==> config.mk <==
export PLATFORM = sky130hd
export DESIGN_NAME = fem_scell
export DESIGN_NICKNAME = d
export VERILOG_FILES = /design/src/rtl/core/fem_pkg.sv /design/src/rtl/core/fem_scell.sv
export SDC_FILE = /design/constraint.sdc
export NUM_CORES = 1
export LEC_CHECK = 0
export BUFFER_PORTS_ARGS = -buffer_cell sky130_fd_sc_hd__buf_4
export CAP_MARGIN = 20
export CELL_PAD_IN_SITES_DETAIL_PLACEMENT = 0
export CELL_PAD_IN_SITES_GLOBAL_PLACEMENT = 1
export CORE_MARGIN = 10
export CORE_UTILIZATION = 33
export DETAILED_ROUTE_END_ITERATION = 8
export GPL_TIMING_DRIVEN = 0
export MAX_ROUTING_LAYER = met4
export PLACE_DENSITY_LB_ADDON = 0.1
export SLEW_MARGIN = 20
export SYNTH_ARGS = -nofsm -noshare
export SYNTH_HDL_FRONTEND = slang
export SYNTH_SLANG_ARGS = --single-unit
==> constraint.sdc <==
create_clock -name i_clk -period 2.9 [get_ports i_clk]
set_clock_uncertainty 0.1 [all_clocks]
set_input_delay 0.58 -clock i_clk [delete_from_list [all_inputs] [get_ports i_clk]]
set_output_delay 0.58 -clock i_clk [all_outputs]
set_load 0.02 [all_outputs]
==> src/rtl/core/fem_pkg.sv <==
// feathered ellipse mask: shared constants, register codes and pipeline records
// no dependencies
`timescale 1ns / 1ps
`default_nettype none

package fem_pkg;

    localparam int MAX_WIDTH  = 4096;
    localparam int MAX_HEIGHT = 4096;

    localparam int PIX_W  = 12;
    localparam int BOX_W  = 13;
    localparam int FTH_W  = 12;
    localparam int MASK_W = 8;
    localparam int IDX_W  = 3;

    // quotient, root and scale chain lengths
    localparam int QN = 17;
    localparam int RN = 9;
    localparam int SN = 8;

    typedef enum logic [IDX_W-1:0] {
        REG_BOX_LEFT   = 3'd0,
        REG_BOX_TOP    = 3'd1,
        REG_BOX_RIGHT  = 3'd2,
        REG_BOX_BOTTOM = 3'd3,
        REG_FEATHER    = 3'd4
    } t_reg_idx;

    typedef struct packed {
        logic [BOX_W-1:0] box_left;
        logic [BOX_W-1:0] box_top;
        logic [BOX_W-1:0] box_right;
        logic [BOX_W-1:0] box_bottom;
        logic [FTH_W-1:0] feather;
    } t_cfg;

    // radial quotient and feather quotient, one bit per cell
    typedef struct packed {
        logic        valid;
        logic        in_ell;
        logic [48:0] rem;
        logic [47:0] edge_v;
        logic [16:0] quo;
        logic [12:0] frem;
        logic [11:0] minr;
        logic [16:0] fquo;
    } t_qd;

    // floor square root, two radicand bits per cell
    typedef struct packed {
        logic        valid;
        logic        in_ell;
        logic [8:0]  fn;
        logic [17:0] rad;
        logic [10:0] rem;
        logic [8:0]  root;
    } t_rd;

    // ramp scale division, one bit per cell
    typedef struct packed {
        logic        valid;
        logic        in_ell;
        logic        ramp;
        logic [8:0]  fn;
        logic [8:0]  rem;
        logic [7:0]  nlo;
        logic [7:0]  quo;
    } t_sd;

endpackage

`default_nettype wire

==> src/rtl/core/fem_scell.sv <==
// feathered ellipse mask: one restoring step of the ramp scale division
// depends on fem_pkg
`timescale 1ns / 1ps
`default_nettype none

module fem_scell (
    input  logic         i_clk,
    input  logic         i_rst_n,
    input  logic         i_en,
    input  fem_pkg::t_sd i_d,
    output fem_pkg::t_sd o_d
);
    import fem_pkg::*;

    t_sd        r_d, n_d;
    logic [9:0] w_t;
    logic       w_ge;

    always_comb begin
        n_d     = i_d;
        w_t     = {i_d.rem, i_d.nlo[7]};
        w_ge    = w_t >= {1'b0, i_d.fn};
        n_d.rem = w_ge ? 9'(w_t - {1'b0, i_d.fn}) : w_t[8:0];
        n_d.nlo = {i_d.nlo[6:0], 1'b0};
        n_d.quo = {i_d.quo[6:0], w_ge};
    end

    always_ff @(posedge i_clk) begin
        if (i_en) begin
            r_d <= n_d;
        end
        if (!i_rst_n) begin
            r_d.valid <= 1'b0;
        end
    end

    assign o_d = r_d;

endmodule

`default_nettype wire

---- After elaboration in Yosys (flattened, before gate mapping) ----
Cells that the tools add are included.
word-level totals
  input bits .............................. 40
  bits in registers ....................... 36
  output and inout port bits .............. 37
cells by class
  $lt $le $gt $ge ......................... 1
  mux-type cells .......................... 1
  add/sub/neg operators ................... 1
operators with widths
  kind         count
  $ge 10x9->1  1
  $mux 9       1
  $sub 9x9->9  1

---- Depth between registers and ports, before layout ----
Gate-level depths: netlist of run 1.
  depth after elaboration ................. 2
  mapped depth ............................ 9
  gate-level depth less buffers ........... 9

---- Worst setup path before layout of run 1 ----
OpenSTA, ideal clock, no wires.
  kind .................................... input-to-reg
  start point ............................. in i_d[15] in the netlist's numbering
  end point ............................... reg r_d, in the netlist o_d[18] (data pin)
  arrival ................................. 2.411 ns
  setup time .............................. 0.260 ns
  stages .................................. 9
  path slack .............................. 0.129 ns
  data required time ...................... 2.540 ns
  cells stage by stage .................... inv_1 -> ha_1 -> inv_1 -> fa_1 -> a211oi_2 -> o21ai_2 -> a211oi_4 -> inv_4 -> mux2_4
RTL lines
  element                 RTL line         RTL
  start: declaration      fem_scell.sv:10  input fem_pkg::t_sd i_d,
  end signal: assignment  fem_scell.sv:30  r_d <= n_d;
  end: declaration        fem_scell.sv:15  t_sd r_d, n_d;

==> results of run 1 <==
-- layer usage --
layer	vias to the layer above	routed length, um
met5	-	0
met4	0	77
met3	5	219
met2	51	2210
met1	623	2050
li1	645	-
-- cells in the final DEF, fill, tap and decap left out, types with 2 or more instances in the layout --
| cell | n |
|---|---|
| a211oi_1 | 2 |
| xnor2_1 | 2 |
| mux2_4 | 3 |
| ha_1 | 9 |
| nand3_1 | 2 |
| clkbuf_1 | 2 |
| buf_4 | 76 |
| inv_1 | 12 |
| clkbuf_8 | 5 |
| edfxtp_1 | 35 |
| nand2_1 | 4 |
| a211o_1 | 2 |
| a21oi_1 | 6 |
| a21o_1 | 3 |
| mux2i_1 | 3 |
| nand2b_1 | 3 |
| o31ai_1 | 2 |
| o211ai_1 | 4 |
| nor2_1 | 2 |
-- logic make-up after synthesis --
| group | Yosys count | synth area share, % |
|---|---|---|
| buf+inv | 18 | 4.66 |
| flops | 36 | 60.5 |
| other cells | 1 | 0.212 |
| mux | 7 | 4.87 |
| compound gates | 33 | 15.0 |
| fa+ha+maj | 10 | 7.49 |
| xor+xnor | 3 | 1.48 |
| simple gates | 18 | 5.86 |
-- Yosys cell counts, types with 3 or more instances --
cell type and count:
mux2i_1 3, nand2b_1 3, mux2_4 3, o211ai_1 4
a21o_1 3, edfxtp_1 35, inv_1 12, nand2_1 4
ha_1 9, a21oi_1 6
-- power by group through the flow --
stage	combinational (mW)	sequential, mW	clock, mW
2_1_floorplan	0.130	0.722	0
3_3_place_gp	0.350	0.654	0
3_5_place_dp	0.355	0.655	0
4_1_cts	0.356	0.643	0.451
5_1_grt	0.384	0.647	0.483
6_report	0.354	0.643	0.436
-- timing repair --
action / 4_1_cts / 5_1_grt
gates resized for setup: 0 / 1
endpoints found under the setup margin: 0 / 4
endpoints found under the hold margin: 0 / 0
setup buffers: 0 / 1
-- cell type report --
type                    count  share of cell area, %
plain buffers               5                   1.23
flip-flops and latches     36                   42.3
clock inverters             3                   1.68
well taps                  70                   3.46
multi-input cells          72                   24.4
repair buffers             75                   22.2
inverters                  13                   2.02
clock buffers               5                   2.71
-- worst max path at each step --
stage / endpoint / slack, ns
CTS: o_d[22] / 0.04
global placement: o_d[22] / -0.24
floorplan: o_d[18] / 0.13
detailed placement: o_d[20] / -0.27
finish: o_d[20] / 0.14
global route: o_d[18] / 0.02
-- per-stage QoR --
stage | hold WS, ns | util, % | TNS (ns) | setup slack [ns] | std cells
global placement | 0.397 | 46.7 | -1.15 | -0.237 | 270
CTS | 0.361 | 48.8 | 0 | 0.0354 | 278
finish | 0.370 | 49.0 | 0 | 0.143 | 279
global route | 0.346 | 49.0 | 0 | 0.0171 | 279
floorplan | 0.489 | - | 0 | 0.129 | 126
detailed placement | 0.413 | 46.7 | -1.42 | -0.268 | 270
==> qor.csv, run 1 <==
stage,metric,value,unit
status,run status,completed,
cells_and_area,fill cell count,471,
hold_path,hold path start,i_d[35],
clocking,clk_lat worst skew,0.28,ns
worst_setup_path,"CP delay by family, top",compound AO/OA/AOI/OAI gates,
clocking,Clock Path Buffers,2,
synth,Synth Warn #,0,
power,Pwr Density,565,nW/um2
power,power share of the clock group,30.4,%
power,worst vdd ir,205,uV
cells_and_area,final instance area,2530,um2
synth,synthesized area,1770,um2
routing,number of vias per cell,4.75,
die,Die Ht,93.3,um
worst_setup_path,"most used cell, CP",inv_1,
routing,Routed Antenna Nets,0,
worst_setup_path,crit path buf inv count,4,
die,row count,26,
synth,Synth async-reset ratio,0,%
synth,Area contributors post-synth,"edfxtp_1 (59%), ha_1 (6.4%), inv_1 (2.5%)",
routing,1st-iter DRT viols,45,
power,Psw,0.383,mW
cells_and_area,share of layout cells above drive strength 1,46.4,%
die,floorplan core area,5170,um2
worst_setup_path,Reg2Reg Depth,2,
synth,dominant synthesized flop cell,edfxtp_1,
sta,max-slew violation count,0,
sta,worst slew pin tran,0.551,ns
global_route,met3 GRT Util,2.80,%
worst_setup_path,worst setup path start,i_d[15],
worst_setup_path,worst reg2reg endpoint,o_d[36],
placement,Final Wtd Congestion,0.789,
worst_setup_path,critical path endpoint category,flop,
cells_and_area,max reg flops,36,
power,switching share of total power,26.8,%
synth,Mapped Cells,126,
global_route,total track usage,10.8,%
clocking,CTS root buffer,clkbuf_8,
worst_setup_path,worst path cell trace,buf_4 -> inv_1 -> ha_1 -> inv_1 -> fa_1 -> a211oi_2 -> o21ai_2 -> a211oi_4 -> inv_4 -> mux2_4,
placement,hpwl dp,3560,um
global_route,grt met1 use,12.7,%
power,Lkg Pwr,1.09,nW
hold_path,Worst Hold Path Cells,1,
synth,Post-synth EDFFs,35,
die,die area,8700,um2
worst_setup_path,CP Max Fanout,7,
worst_setup_path,WP depth,10,
clocking,CTS Hold Bufs,0,
hold_path,HP Class,in -> reg,
run,total of max-cap violations,0,
synth,sequential area share after synthesis,60.5,%
routing,First-pass DRT Iterations,4,
worst_setup_path,Setup Crit Path Kind,in -> reg,
cells_and_area,FF+latch area,1070,um2
synth,Synth top area share,59.3,%
die,I/O pin total,77,
global_route,global route overflow,0,
global_route,pin count of the biggest net entering global routing,37,
routing,detailed-route DRC error count,0,
clocking,Sink Count,36,
synth,register bit count reported by yosys,36,
global_route,vias in the first global route,1378,
power,Power Internal,1.05,mW
die,Die X,93.3,um
routing,final wirelength,4550,um
sta,post-layout min period,2.76,ns
worst_setup_path,CP peak stage delay,0.44,ns
clocking,CTS tree,yes,
power,combinational share of power,24.7,%
clocking,CTS buffer count,5,
synth,"area leader, netlist",edfxtp_1,
clocking,H-tree levels,2,
clocking,Clock transition at path regs,0.07,ns
cells_and_area,Syn-to-layout area delta,43.1,%
routing,WL/cell,16.3,um
cells_and_area,number of diodes,0,
sta,final worst-path cycle share,95.1,%
worst_setup_path,WP data arrival,2.69,ns
routing,vias,1324,
global_route,initial antenna violation count,0,
synth,number of library cell types mapped by synthesis,46,
hold_path,WHS Endpoint,o_d[35],
global_route,first-pass GRT wire length,7180,um
power,sequential group share of total power,44.9,%
worst_setup_path,required time worst endpoint,2.84,ns
cells_and_area,Nets,258,
worst_setup_path,critical path's slowest cell,fa_1,
placement,Port Buffers,74,
sta,Max-slew headroom,63.2,%
synth,syn_area_per_cell,14.1,um2
die,Initial Util,34.3,%
cells_and_area,area occupied by multi-input gates,619,um2
worst_setup_path,flop2flop setup slack,2.21,ns
synth,syn_nets,176,
worst_setup_path,Startpoint Class,primary input,
global_route,gr busiest metal,met2,
worst_setup_path,Worst R2R Start,o_d[36],
power,Design Power,1.43,mW
placement,area post-placement,2410,um2
sta,FMAX,363,MHz
global_route,met2 Use GR,17.1,%
sta,Final setup violation count,0,
sta,RSZ-0062 raised after global routing,no,
sta,endpoints failing hold,0,
Power figures use the tool's default switching activity.
==> inputs of run 2 (changes only) <==
BUFFER_PORTS_ARGS = unset   (was -buffer_cell sky130_fd_sc_hd__buf_4)
CORE_UTILIZATION = 43   (was 33)
DONT_BUFFER_PORTS = 1   (was unset)
==> run 2 against run 1 <==
Critical path depth decreased by 1. Clock power decreased by 2%. Combinational power decreased by 56%. Register-to-register slack got worse by 0.13 ns. Clock-buffer cell count increased by 1. Fmax is 2.5% higher. Wire length fell by 16%. Worst hold slack got worse by 0.089 ns. Highest routed layer unchanged.
==> qor.csv, run 2 (synthesis results as in run 1) <==
stage,metric,value,unit,change
status,run status,completed,,
cells_and_area,area occupied by multi-input gates,618,um2,-0.20%
cells_and_area,"commonest non-fill, non-tap cell in the layout",edfxtp_1,,
sta,setup ws final,0.211,ns,+0.0684 ns
sta,max-slew violation count,0,,unchanged
die,floorplan core area,4000,um2,-23%
cells_and_area,share of layout cells above drive strength 1,15.7,%,-31 points
sta,post-layout min period,2.69,ns,-0.0684 ns
routing,First-pass DRT Iterations,4,,unchanged
die,I/O pin total,77,,unchanged
die,Die Ht,84.2,um,-9.7%
placement,Setup WS pre-CTS,-0.102,ns,+0.166 ns
clocking,Sink Count,36,,unchanged
sta,Max-slew headroom,64.6,%,+1.4 points
placement,Final Wtd Congestion,0.806,,+2.2%
placement,hpwl dp,2980,um,-16%
power,worst vdd ir,266,uV,+30%
cells_and_area,fill cell count,350,,-26%
sta,FMAX,372,MHz,+2.5%
worst_setup_path,CP peak stage delay,0.44,ns,about the same
cells_and_area,Syn-to-layout area delta,9.60,%,
clocking,CTS buffer count,5,,unchanged
cells_and_area,Nets,183,,-29%
placement,area post-placement,1830,um2,-24%
clocking,Post-CTS Setup Repair Bufs,0,,unchanged
global_route,total track usage,10.9,%,+0.099 points
die,row count,23,,-12%
worst_setup_path,critical path endpoint category,flop,,
sta,worst slew pin tran,0.517,ns,-0.0335 ns
routing,1st-iter DRT viols,48,,+6.7%
cells_and_area,number of diodes,0,,unchanged
die,Die X,84.2,um,-9.7%
clocking,H-tree levels,2,,unchanged
routing,detailed-route DRC error count,0,,unchanged
global_route,first-pass GRT wire length,5870,um,-18%
worst_setup_path,Setup Crit Path Kind,in -> reg,,
global_route,grt met1 use,12.5,%,-0.16 points
sta,endpoints failing hold,0,,unchanged
sta,TNS Setup,0,ns,unchanged
routing,number of vias per cell,5.75,,+21%
global_route,pin count of the biggest net entering global routing,37,,unchanged
sta,Final setup violation count,0,,unchanged
global_route,global route overflow,0,,unchanged
routing,vias,1058,,-20%
worst_setup_path,Startpoint Class,primary input,,
cells_and_area,max reg flops,36,,unchanged
worst_setup_path,"most used cell, CP",inv_1,,
power,Lkg Pwr,0.734,nW,-33%
cells_and_area,most frequent cells in the layout,"edfxtp_1 (35), inv_1 (12), ha_1 (9), a21oi_1 (6), clkbuf_8 (5)",,
die,die area,7090,um2,-19%
sta,RSZ-0062 raised after global routing,no,,
clocking,# resized after CTS,0,,unchanged
placement,Port Buffers,0,,-100%
worst_setup_path,required time worst endpoint,2.84,ns,about the same
worst_setup_path,CP Max Fanout,7,,unchanged
hold_path,HP Class,in -> reg,,
cells_and_area,FF+latch area,1070,um2,unchanged
routing,Routed Antenna Nets,0,,unchanged
routing,WL/cell,20.8,um,+28%
global_route,met2 Use GR,15.1,%,-2.0 points
worst_setup_path,worst path cell trace,inv_1 -> ha_1 -> inv_1 -> fa_1 -> a211oi_2 -> o21ai_2 -> a211oi_4 -> inv_4 -> mux2_4,,
global_route,met3 GRT Util,5.41,%,+2.6 points
worst_setup_path,WP data arrival,2.63,ns,-0.06 ns
clocking,CTS tree,yes,,
power,Pwr Density,670,nW/um2,+19%
clocking,CTS root buffer,clkbuf_8,,
worst_setup_path,critical path's slowest cell,fa_1,,
global_route,gr busiest metal,met2,,
sta,final hold slack,0.281,ns,-0.0890 ns
global_route,vias in the first global route,1083,,-21%
clocking,Clock Path Buffers,2,,unchanged
global_route,initial antenna violation count,0,,unchanged
sta,final worst-path cycle share,92.7,%,-2.4 points
clocking,Clock transition at path regs,0.07,ns,about the same
run,total of max-cap violations,0,,unchanged
cells_and_area,Final Util,48.5,%,-0.46 points
clocking,clk_lat worst skew,0.28,ns,about the same
cells_and_area,final instance area,1940,um2,-23%
clocking,CTS Hold Bufs,0,,unchanged
routing,final wirelength,3830,um,-16%
die,Initial Util,44.3,%,+10 points
==> run 2: cell count changes in the layout (fill, tap and decap cells not counted) <==
cell,previous run,this run
buf_4,76,1
a2111oi_0,1,2
a2111oi_1,1,0
clkbuf_1,2,3
clkinvlp_4,1,0
==> run 2: worst paths after layout <==
check | depth (start not counted) | end | start | slack (ns)
setup / recovery | 9 | o_d[22] | i_d[15] | 0.21
hold / removal | 0 | o_d[25] | i_d[25] | 0.28
setup reg to reg | 2 | o_d[36] | o_d[36] | 2.08
hold reg to reg | 2 | o_d[36] | o_d[36] | 0.52
==> run 2: critical path: cells and delay by family <==
family                     cells  cell delay, ns
AOI/OAI and AO/OA              3            0.91
adders and majority gates      2            0.60
muxes                          1            0.32
buffers and inverters          3            0.22
==> run 2: final cells by class <==
type / instances / area share (%)
multi-input combinational: 72 / 31.8
sequential: 36 / 55.2
clock buffer: 6 / 3.74
inverter: 13 / 2.64
buffer: 5 / 1.61
tap: 50 / 3.22
clock inverter: 2 / 1.80
==> run 2: power breakdown <==
| group | total (mW) | leakage (nW) | internal [mW] | switching, mW |
|---|---|---|---|---|
| sequential | 0.718 | 0.351 | 0.636 | 0.0826 |
| clock | 0.426 | 0.0552 | 0.255 | 0.171 |
| combinational | 0.156 | 0.328 | 0.0723 | 0.0840 |
| total | 1.30 | 0.734 | 0.963 | 0.338 |
==> run 2: layer usage <==
| metal | vias up | wire length [um] |
|---|---|---|
| li1 | 498 | - |
| met3 | 7 | 369 |
| met2 | 51 | 1760 |
| met1 | 502 | 1640 |
| met4 | 0 | 59 |
| met5 | - | 0 |
==> run 2: per-stage QoR <==
| stage | cells | total power [mW] |
|---|---|---|
| floorplan | 126 | 0.852 |
| global placement | 176 | 0.885 |
| detailed placement | 176 | 0.889 |
| CTS | 184 | 1.32 |
| global route | 184 | 1.36 |
| finish | 184 | 1.30 |
