**config.mk**
```make
export PLATFORM = sky130hd
export DESIGN_NAME = fem_qcell
export DESIGN_NICKNAME = d
export VERILOG_FILES = /design/src/rtl/core/fem_pkg.sv /design/src/rtl/core/fem_qcell.sv
export SDC_FILE = /design/constraint.sdc
export NUM_CORES = 1
export LEC_CHECK = 0
export BUFFER_PORTS_ARGS = -buffer_cell sky130_fd_sc_hd__buf_2
export CAP_MARGIN = 5
export CORE_MARGIN = 2
export CORE_UTILIZATION = 50
export DETAILED_ROUTE_END_ITERATION = 8
export PLACE_DENSITY_LB_ADDON = 0.1
export SLEW_MARGIN = 20
export SYNTH_ARGS = -nofsm -noshare
export SYNTH_HDL_FRONTEND = slang
export SYNTH_SLANG_ARGS = --single-unit
```
**constraint.sdc**
```tcl
create_clock -name i_clk -period 3.28 [get_ports i_clk]
set_input_delay 0.164 -clock i_clk [delete_from_list [all_inputs] [get_ports i_clk]]
set_output_delay 0.164 -clock i_clk [all_outputs]
set_load 0.05 [all_outputs]
```
**src/rtl/core/fem_pkg.sv**
```systemverilog
// feathered ellipse mask: shared constants, register codes and pipeline records
// no dependencies
`timescale 1ns / 1ps
`default_nettype none

package fem_pkg;

    localparam int MAX_WIDTH  = 4096;
    localparam int MAX_HEIGHT = 4096;

    localparam int PIX_W  = 12;
    localparam int BOX_W  = 13;
    localparam int FTH_W  = 12;
    localparam int MASK_W = 8;
    localparam int IDX_W  = 3;

    // quotient, root and scale chain lengths
    localparam int QN = 17;
    localparam int RN = 9;
    localparam int SN = 8;

    typedef enum logic [IDX_W-1:0] {
        REG_BOX_LEFT   = 3'd0,
        REG_BOX_TOP    = 3'd1,
        REG_BOX_RIGHT  = 3'd2,
        REG_BOX_BOTTOM = 3'd3,
        REG_FEATHER    = 3'd4
    } t_reg_idx;

    typedef struct packed {
        logic [BOX_W-1:0] box_left;
        logic [BOX_W-1:0] box_top;
        logic [BOX_W-1:0] box_right;
        logic [BOX_W-1:0] box_bottom;
        logic [FTH_W-1:0] feather;
    } t_cfg;

    // radial quotient and feather quotient, one bit per cell
    typedef struct packed {
        logic        valid;
        logic        in_ell;
        logic [48:0] rem;
        logic [47:0] edge_v;
        logic [16:0] quo;
        logic [12:0] frem;
        logic [11:0] minr;
        logic [16:0] fquo;
    } t_qd;

    // floor square root, two radicand bits per cell
    typedef struct packed {
        logic        valid;
        logic        in_ell;
        logic [8:0]  fn;
        logic [17:0] rad;
        logic [10:0] rem;
        logic [8:0]  root;
    } t_rd;

    // ramp scale division, one bit per cell
    typedef struct packed {
        logic        valid;
        logic        in_ell;
        logic        ramp;
        logic [8:0]  fn;
        logic [8:0]  rem;
        logic [7:0]  nlo;
        logic [7:0]  quo;
    } t_sd;

endpackage

`default_nettype wire

```
**src/rtl/core/fem_qcell.sv**
```systemverilog
// feathered ellipse mask: one restoring step of the radial and feather quotients
// depends on fem_pkg
`timescale 1ns / 1ps
`default_nettype none

module fem_qcell (
    input  logic         i_clk,
    input  logic         i_rst_n,
    input  logic         i_en,
    input  fem_pkg::t_qd i_d,
    output fem_pkg::t_qd o_d
);
    import fem_pkg::*;

    t_qd  r_d, n_d;
    logic w_ge, w_fge;

    always_comb begin
        n_d   = i_d;
        w_ge  = i_d.rem >= {1'b0, i_d.edge_v};
        w_fge = i_d.frem >= {1'b0, i_d.minr};
        n_d.rem  = w_ge ? 49'((i_d.rem - {1'b0, i_d.edge_v}) << 1) : 49'(i_d.rem << 1);
        n_d.quo  = {i_d.quo[15:0], w_ge};
        n_d.frem = w_fge ? 13'((i_d.frem - {1'b0, i_d.minr}) << 1) : 13'(i_d.frem << 1);
        n_d.fquo = {i_d.fquo[15:0], w_fge};
    end

    always_ff @(posedge i_clk) begin
        if (i_en) begin
            r_d <= n_d;
        end
        if (!i_rst_n) begin
            r_d.valid <= 1'b0;
        end
    end

    assign o_d = r_d;

endmodule

`default_nettype wire

```
# Yosys cells after proc, flatten, opt, wreduce, memory -nomap -nowiden
# Cells that the tools add are included.
# word_totals
reg_bits	158
out_inout_bits	158
in_bits	161
# op_classes
muxes	2
addsub	2
n_lt_le_gt_ge	2
# ops
op	count
$ge 49x48->1	1
$mux 49	1
$sub 48x48->48	1
$ge 13x12->1	1
$mux 13	1
$sub 12x12->12	1

# Depth between registers and ports, before layout
# Gate-level depths: netlist (run 1).
# depth
ltp_word	2
mapped_depth	15
ltp_nobuf	13

# Least setup slack after synthesis (run 1)
# OpenSTA, ideal clock, no wires.
# synth_path
path_type	input -> register
start	input i_d[65] (netlist bit)
end	register r_d, in the netlist o_d[150] (data pin)
t_arrival_ns	2.751
path_stages	14
required_time_ns	3.018
path_buffers	2
slack_ns	0.267
setup_ns	0.262
path_cell_list	inv_1 -> ha_1 -> a21o_1 -> or3_1 -> o211ai_2 -> a21oi_1 -> o21ai_1 -> nand2_2 -> a31oi_4 -> nor2b_1 -> a221oi_4 -> buf_6 -> buf_12 -> mux2_1
# synth_rtl
item	line	rtl
from (decl)	fem_qcell.sv:10	input fem_pkg::t_qd i_d,
to (signal assigned)	fem_qcell.sv:30	r_d <= n_d;
to (decl)	fem_qcell.sv:15	t_qd r_d, n_d;

==> results of run 1 <==
==> area by class of cell <==
type,count,area [um^2]
antenna,2,5.005
clock buffer,17,425.4
clock inverter,15,229.0
fill,1205,4501
inverter,74,277.8
multi-input combinational,501,3817
sequential,156,4674
tap,225,281.5
timing repair buffer,465,3025
==> final timing paths <==
| kind | cells past startpoint | end | slack, ps | from |
|---|---|---|---|---|
| setup / recovery | 14 | o_d[150]$_DFFE_PP_ | 80 | i_d[63] |
| hold / removal | 3 | o_d[36]$_DFFE_PP_ | 30 | i_d[35] |
| setup reg to reg | 3 | o_d[157]$_SDFFE_PN0P_ | 2120 | o_d[157]$_SDFFE_PN0P_ |
| hold reg to reg | 3 | o_d[157]$_SDFFE_PN0P_ | 1080 | o_d[157]$_SDFFE_PN0P_ |
==> kinds of logic (layout without fill, tap and decap cells) <==
| group | after synthesis | after routing |
|---|---|---|
| fa+ha+maj | 62 | 62 |
| simple gates | 156 | 156 |
| other cells | 1 | 4 |
| xor+xnor | 49 | 49 |
| compound gates | 184 | 184 |
| mux | 48 | 48 |
| flops | 156 | 156 |
| buf+inv | 90 | 571 |
==> cells in the final DEF (no fill, tap or decap), types with 5 or more instances in the layout <==
master         instances
a21boi_0               5
a21o_1                29
a21oi_1               50
a21oi_2                7
and3_1                 8
buf_2                313
buf_4                 50
clkbuf_16             19
dlygate4sd3_1         95
edfxtp_1             155
ha_1                  55
inv_1                 74
mux2_2                39
mux2i_1                5
nand2_1               52
nand2b_1               5
nand3_1               12
nand4_1                8
nor2_1                34
nor2b_1                6
nor3_1                 8
o21a_1                 9
o21ai_0               33
o21bai_1               6
o31ai_1                6
xnor2_1               27
xor2_1                22
==> where the power goes <==
| part | switching, W | internal, W |
|---|---|---|
| Clock | 0.000890 | 0.00131 |
| Combinational | 0.00148 | 0.000776 |
| Sequential | 0.0000529 | 0.00247 |
| Total | 0.00243 | 0.00455 |
==> worst max-delay path, cell delays in order <==
cell	delay [ps]
dlygate4sd3_1	520
buf_2	110
inv_1	50
ha_1	310
buf_4	150
and3_1	190
nand4_1	110
nor4_1	310
nand3_1	170
o31ai_1	520
a221oi_4	100
buf_4	180
clkbuf_16	170
mux2_1	310
==> metrics by stage <==
stage | TNS, ps | cells
finish | 0 | 1455
global route | -631.3 | 1453
CTS | 0 | 1447
detailed placement | -81.78 | 1320
global placement | 0 | 1320
floorplan | 0 | 747
==> routing by layer <==
metal	track usage	routed length, um	vias to the layer above
li1	-	-	3697
met1	0.3114	9990	3629
met2	0.4417	12370	315
met3	0.05891	1683	37
met4	0.08565	553	0
met5	0	0	-
==> what timing repair did <==
action,in CTS,in global routing
endpoints found under the hold margin,94,0
hold buffers,95,0
gates resized for setup,0,25
buffers inserted,0,4
setup endpoints to repair,0,48
==> results.cfg, run 1 <==
[run_status]
status = complete, no violations

[synth]
syn_avg_cell_area_um2 = 11.76
seq_area_frac_synth = 0.5329
synthXorXnorAreaFrac = 0.04892
ys_seq_elements = 156
synthAdderAreaFrac = 0.09014
synth_top_area_frac = 0.5306
synth.top_cells.by_count = edfxtp_1, inv_1, ha_1, a21oi_1, nand2_1
post-synth-top-count-cell = edfxtp_1
synthTopCellsByArea = edfxtp_1, ha_1, mux2_2
synth_edf_count = 155
synth_cells = 746
yosys.cell_types.count = 59
synthMuxAreaShare = 0.06133
synthArstFlopShare = 0
synth_flop_cell = edfxtp_1
synth-compound-area-share = 0.1381
syn_area_um2 = 8772
yosysTopAreaCell = edfxtp_1
yosysWarnings = 0
yosys.area_share.simple = 0.08487
synth_top_family_by_area = compound AO/OA/AOI/OAI gates

[finish]
largest_reg_flops = 156
final_nets = 1438
fin_area_um2 = 12740
syn2layout_area_growth_pct = 45.19
fin_util = 0.7389
drive_above_1_share = 0.3852

[drt]
ant_nets = 0
dr.pass1.iters = 5
avgViaCountPerCell = 5.277
drt_iter0_drc = 452
wirelength_um = 24600
wire_per_inst_um = 16.90
drc = 0
vias = 7678

[placement]
place_area_um2 = 10950
place.gp.congestion = 0.9089
hpwlAfterDp_um = 16970
port_buffers = 314
post-place-ws_ps = -13.94

[power_and_ir_drop]
power_w = 0.006977
vdd_drop_max_mv = 0.3825
power_per_cell_area_nw_per_um2 = 547.8
p_leak_nw = 5.825

[setup_path]
cp-end-kind = flip-flop
path_class = input pin to flip-flop
cp_max_fo = 11
start_kind = input pin
worst_ep_required_time_ps = 3450
arrival_ps = 3370

[die]
dieArea_um2 = 18620
core_area_um2 = 17240
io_pins = 319
die-height_um = 136.5
num_rows = 48
chipWidth_um = 136.5
start_util = 0.5089

[global_routing]
grt-ovfl-total = 0
grt_pass1_wl_um = 36740
grt_max_degree = 70
antenna_found_initial = 1
grt_use_total = 0.2543
grt_pass1_vias = 7461

[sta]
worst_pin_slew_ps = 665.8
skew_ps = 0
min_period_over_period = 0.9762
maxSlewHeadroom = 0.5561
setup_violations = 0
final-hold-violation-count = 0
setup_ws_ps = 77.92
whs_ps = 33.01
fmax_mhz = 312.3
maxSlewViolCount = 0
post-route-min-period_ps = 3202

[clocking]
clock-sinks = 156
h-tree-depth = 4
cts_made_buffers = 17
cts-root-buf = clkbuf_16
clk_pin_slew_ps = 70
tritoncts = done
clkLatencyLatePin_ps = 430
clk_path_buf_depth = 2

[min_path]
hp-class = input pin to flip-flop

[job]
cap_violations = 0
Power figures use the tool's default switching activity.
==> run 2, diff against run 1 <==
--- a/config.mk
+++ b/config.mk
@@ -11,6 +11,7 @@
 export CORE_UTILIZATION = 50
 export DETAILED_ROUTE_END_ITERATION = 8
 export PLACE_DENSITY_LB_ADDON = 0.1
+export RECOVER_POWER = 100
 export SLEW_MARGIN = 20
 export SYNTH_ARGS = -nofsm -noshare
 export SYNTH_HDL_FRONTEND = slang
==> results.cfg, run 2 (synthesized netlist as in run 1, its figures left out) <==
[run_status]
status = finished, violations left
violations = max-capacitance violations, max-slew violations

[global_routing]
grt_use_total = 0.2543
gr-usage-met1 = 0.3114
grt_pass1_vias = 7461
grt_pass1_wl_um = 36740
grt-ovfl-total = 0
antenna_found_initial = 1
grtUsageMet3 = 0.05891
grt_max_degree = 70
grt_use_met2 = 0.4417
busiest_layer = met2

[clocking]
clkLatencyLatePin_ps = 430
cts-root-buf = clkbuf_16
clk_path_buf_depth = 2
tritoncts = done
cts_made_buffers = 17
clock-sinks = 156
h-tree-depth = 4
clk_pin_slew_ps = 70

[drt]
avgViaCountPerCell = 5.268
wire_per_inst_um = 16.87
drc = 0
drt_iter0_drc = 453
wirelength_um = 24550
dr.pass1.iters = 6
vias = 7665
ant_nets = 0

[die]
num_rows = 48
start_util = 0.5089
dieArea_um2 = 18620
io_pins = 319
core_area_um2 = 17240
die-height_um = 136.5
chipWidth_um = 136.5

[power_and_ir_drop]
p_leak_nw = 5.799
power_per_cell_area_nw_per_um2 = 548.3
power_w = 0.006974
vdd_drop_max_mv = 0.3811

[sta]
fmax_mhz = 312.3
skew_ps = 0
worst_pin_slew_ps = 1804
maxSlewHeadroom = -0.2028
min_period_over_period = 0.9761
final-hold-violation-count = 0
setup_violations = 0
maxSlewViolCount = 69
post-route-min-period_ps = 3202
fin_tns_setup_ps = 0

[finish]
drive_above_1_share = 0.3779
final_nets = 1438
layout_common_cells = buf_2, edfxtp_1, dlygate4sd3_1
final_common_cell = buf_2
syn2layout_area_growth_pct = 44.99
largest_reg_flops = 156
final.fill_count = 1210
fin_util = 0.7379
stdcell_count = 1455

[min_path]
hp-class = input pin to flip-flop
min_path_cells = 3

[setup_path]
cp_max_fo = 11
cp-end-kind = flip-flop
r2r.worst_path.cells = 3
arrival_ps = 3370
start_kind = input pin
path_class = input pin to flip-flop
worst_ep_required_time_ps = 3450

[placement]
dp.cells = 1320
hpwlAfterDp_um = 16970
port_buffers = 314
place.gp.congestion = 0.9089

[job]
cap_violations = 1
==> run 2: cell types whose count changed in the layout (fill, tap and decap cells not counted) <==
| cell | change |
|---|---|
| buf_2 | -11 |
| buf_6 | -1 |
| clkbuf_1 | +9 |
| clkbuf_2 | +3 |
==> run 2: final cells by class <==
class / instances / area (um^2) / share of cell area
diodes: 2 / 5.005 / 0.0003935
well taps: 225 / 281.5 / 0.02213
multi-input cells: 501 / 3817 / 0.3001
clock buffers: 17 / 425.4 / 0.03345
clock inverters: 15 / 229.0 / 0.01800
inverters: 74 / 277.8 / 0.02184
flip-flops and latches: 156 / 4674 / 0.3675
repair buffers: 465 / 3008 / 0.2365
==> run 2: power by group <==
group	total, W	switching (W)	internal (W)
registers	0.00252	0.0000529	0.00247
clock network	0.00220	0.000888	0.00131
logic	0.00226	0.00148	0.000774
==> run 2: worst max-delay path: stages <==
cell and delay (ps):
dlygate4sd3_1 520, buf_2 110, inv_1 50, ha_1 310
buf_4 150, and3_1 190, nand4_1 110, nor4_1 310
nand3_1 170, o31ai_1 520, a221oi_4 100, buf_4 180
clkbuf_16 170, mux2_1 310
==> run 2: final timing paths <==
check	from	to	slack [ps]
max reg2reg	o_d[157]$_SDFFE_PN0P_	o_d[157]$_SDFFE_PN0P_	2100
min	i_d[35]	o_d[36]$_DFFE_PP_	30
min reg2reg	o_d[157]$_SDFFE_PN0P_	o_d[157]$_SDFFE_PN0P_	1080
max	i_d[63]	o_d[150]$_DFFE_PP_	80
==> run 2: layer usage <==
layer	wire, um	vias to the layer above
li1	-	3697
met1	9950	3621
met2	12330	310
met3	1709	37
met4	557	0
met5	0	-
==> run 2: per-stage QoR <==
stage	hold slack (ps)	cell area [um^2]	setup WS, ps
after floorplan	262.9	8776	266.6
after global placement	340.8	10950	16.41
after detailed placement	342.3	10950	-13.94
after CTS	15.42	12550	19.66
after global routing	25.48	12710	-63.54
final	34.54	12720	78.25
==> run 2: timing repair <==
action	in CTS	in global routing
setup buffers	0	4
hold endpoints to repair	94	0
endpoints found under the setup margin	0	48
hold buffers	95	0
resized for setup	0	25
==> run 3, diff against run 2 <==
--- a/config.mk
+++ b/config.mk
@@ -7,9 +7,11 @@
 export LEC_CHECK = 0
 export BUFFER_PORTS_ARGS = -buffer_cell sky130_fd_sc_hd__buf_2
 export CAP_MARGIN = 5
+export CORE_ASPECT_RATIO = 0.6
 export CORE_MARGIN = 2
 export CORE_UTILIZATION = 50
 export DETAILED_ROUTE_END_ITERATION = 8
+export GPL_ROUTABILITY_DRIVEN = 0
 export PLACE_DENSITY_LB_ADDON = 0.1
 export RECOVER_POWER = 100
 export SLEW_MARGIN = 20
==> results.cfg, run 3 (synthesized netlist as in run 1, its figures left out) <==
[clocking]
clkLatencyLatePin_ps = 430
clock-sinks = 156
clk_path_buf_depth = 2
clk_pin_slew_ps = 70
h-tree-depth = 4
cts-root-buf = clkbuf_16
tritoncts = done
cts_made_buffers = 17

[power_and_ir_drop]
power_per_cell_area_nw_per_um2 = 545.1
p_leak_nw = 5.254
vdd_drop_max_mv = 0.3333

[sta]
final-hold-violation-count = 0
skew_ps = 0
rsz0062_at_grt = true
setup_violations = 0
post-route-min-period_ps = 3202
fmax_mhz = 312.3
maxSlewHeadroom = -0.4576
fin_tns_setup_ps = 0
min_period_over_period = 0.9763
worst_pin_slew_ps = 2186
maxSlewViolCount = 41

[drt]
wirelength_um = 25500
avgViaCountPerCell = 5.152
drc = 0
wire_per_inst_um = 17.41
ant_nets = 0
drt_iter0_drc = 629
dr.pass1.iters = 6
vias = 7547

[die]
core_area_um2 = 17180
dieArea_um2 = 18660
num_rows = 37
die-height_um = 106.6
chipWidth_um = 175
start_util = 0.5107
io_pins = 319

[finish]
final_nets = 1440
multi_input_area_um2 = 3776
fin_util = 0.7217
final_common_cell = clkbuf_1
syn2layout_area_growth_pct = 41.31
largest_reg_flops = 156
final.fill_count = 1367
regArea_um2 = 4674
layout_common_cells = clkbuf_1, edfxtp_1, buf_2
drive_above_1_share = 0.2154
stdcell_count = 1465
fin_area_um2 = 12400

[global_routing]
antenna_found_initial = 1
grt-ovfl-total = 0
grt_pass1_vias = 7418
grt_pass1_wl_um = 38230
grt_use_total = 0.2643
grt_max_degree = 60

[setup_path]
max_stage_delay_ps = 520
start_kind = input pin
cp-end-kind = flip-flop
worst_ep_required_time_ps = 3460
crit_chain = dlygate4sd3_1 -> buf_2 -> inv_1 -> ha_1 -> nand2_1 -> o21ai_0 -> a21oi_2 -> a21oi_1 -> o21ai_1 -> nand2_2 -> a31oi_4 -> nor2b_1 -> a221oi_4 -> buf_6 -> clkbuf_16 -> mux2_2
slowest_stage = dlygate4sd3_1
cp_max_fo = 16
arrival_ps = 3380
path_class = input pin to flip-flop

[placement]
place_area_um2 = 10970
port_buffers = 314
dp.cells = 1332
hpwlAfterDp_um = 18060

[job]
cap_violations = 1

[min_path]
hp-class = input pin to flip-flop

[run_status]
status = finished, violations left
violations = max-capacitance violations, max-slew violations
run 3: cell types whose count changed in the layout (fill, tap and decap cells not counted), moves of 3 or more:
cell,previous run,this run
a21oi_1,50,53
a21oi_2,7,4
buf_2,302,113
bufinv_16,4,1
clkbuf_1,9,201
clkinv_8,1,4
ha_1,55,59
o21ai_1,2,5
o21ai_2,4,0
run 3: worst max-delay path: cells and delay by family:
| kind | cells | cell delay (ps) |
|---|---|---|
| mux | 1 | 340 |
| compound gates | 6 | 1170 |
| fa+ha+maj | 1 | 300 |
| simple gates | 3 | 380 |
| buf+inv | 5 | 1010 |
run 3: stage by stage:
step,hold slack (ps),worst slack [ps],power (W)
global route,33.41,-19.12,0.007037
detailed placement,342.1,-83.34,0.004664
floorplan,262.9,266.6,0.004058
CTS,12.84,13.46,0.006797
global placement,340.5,-12.80,0.004647
finish,27.93,77.59,0.006757
run 3: where the power goes:
part	total [W]	internal, W	leakage [nW]	switching [W]
Sequential	0.00253	0.00247	1.53	0.0000618
Clock	0.00204	0.00110	0.303	0.000936
Combinational	0.00219	0.000694	3.43	0.00149
Total	0.00676	0.00427	5.25	0.00249
run 3: path summary, 6_finish.rpt:
check                        start               endpoint  slack (ps)  cells after the start
max                        i_d[72]     o_d[110]$_DFFE_PP_          80                     16
min                        i_d[35]      o_d[36]$_DFFE_PP_          30                      3
max reg2reg  o_d[157]$_SDFFE_PN0P_  o_d[157]$_SDFFE_PN0P_        2120                      3
min reg2reg  o_d[157]$_SDFFE_PN0P_  o_d[157]$_SDFFE_PN0P_        1060                      3
run 3: area by class of cell:
| type | count | share of cell area |
|---|---|---|
| Timing Repair Buffer | 467 | 0.2220 |
| Clock inverter | 15 | 0.01575 |
| Tap cell | 234 | 0.02362 |
| Clock buffer | 17 | 0.03432 |
| Inverter | 74 | 0.02241 |
| Multi-Input combinational cell | 501 | 0.3046 |
| Sequential cell | 156 | 0.3771 |
| Antenna cell | 1 | 0.0002019 |
run 3: what timing repair did:
item                                    in CTS  in global routing
hold buffers                                94                  0
resized for setup                            0                 17
endpoints found under the setup margin       0                 43
setup buffers                                0                  5
hold endpoints to repair                    93                  0
run 3: per-layer routing:
layer / global-route usage / vias up / share of wire
met5: 0 / - / 0
met4: 0.07440 / 0 / 0.015
met3: 0.07766 / 29 / 0.086
met2: 0.4122 / 324 / 0.45
met1: 0.3617 / 3502 / 0.45
li1: - / 3692 / -
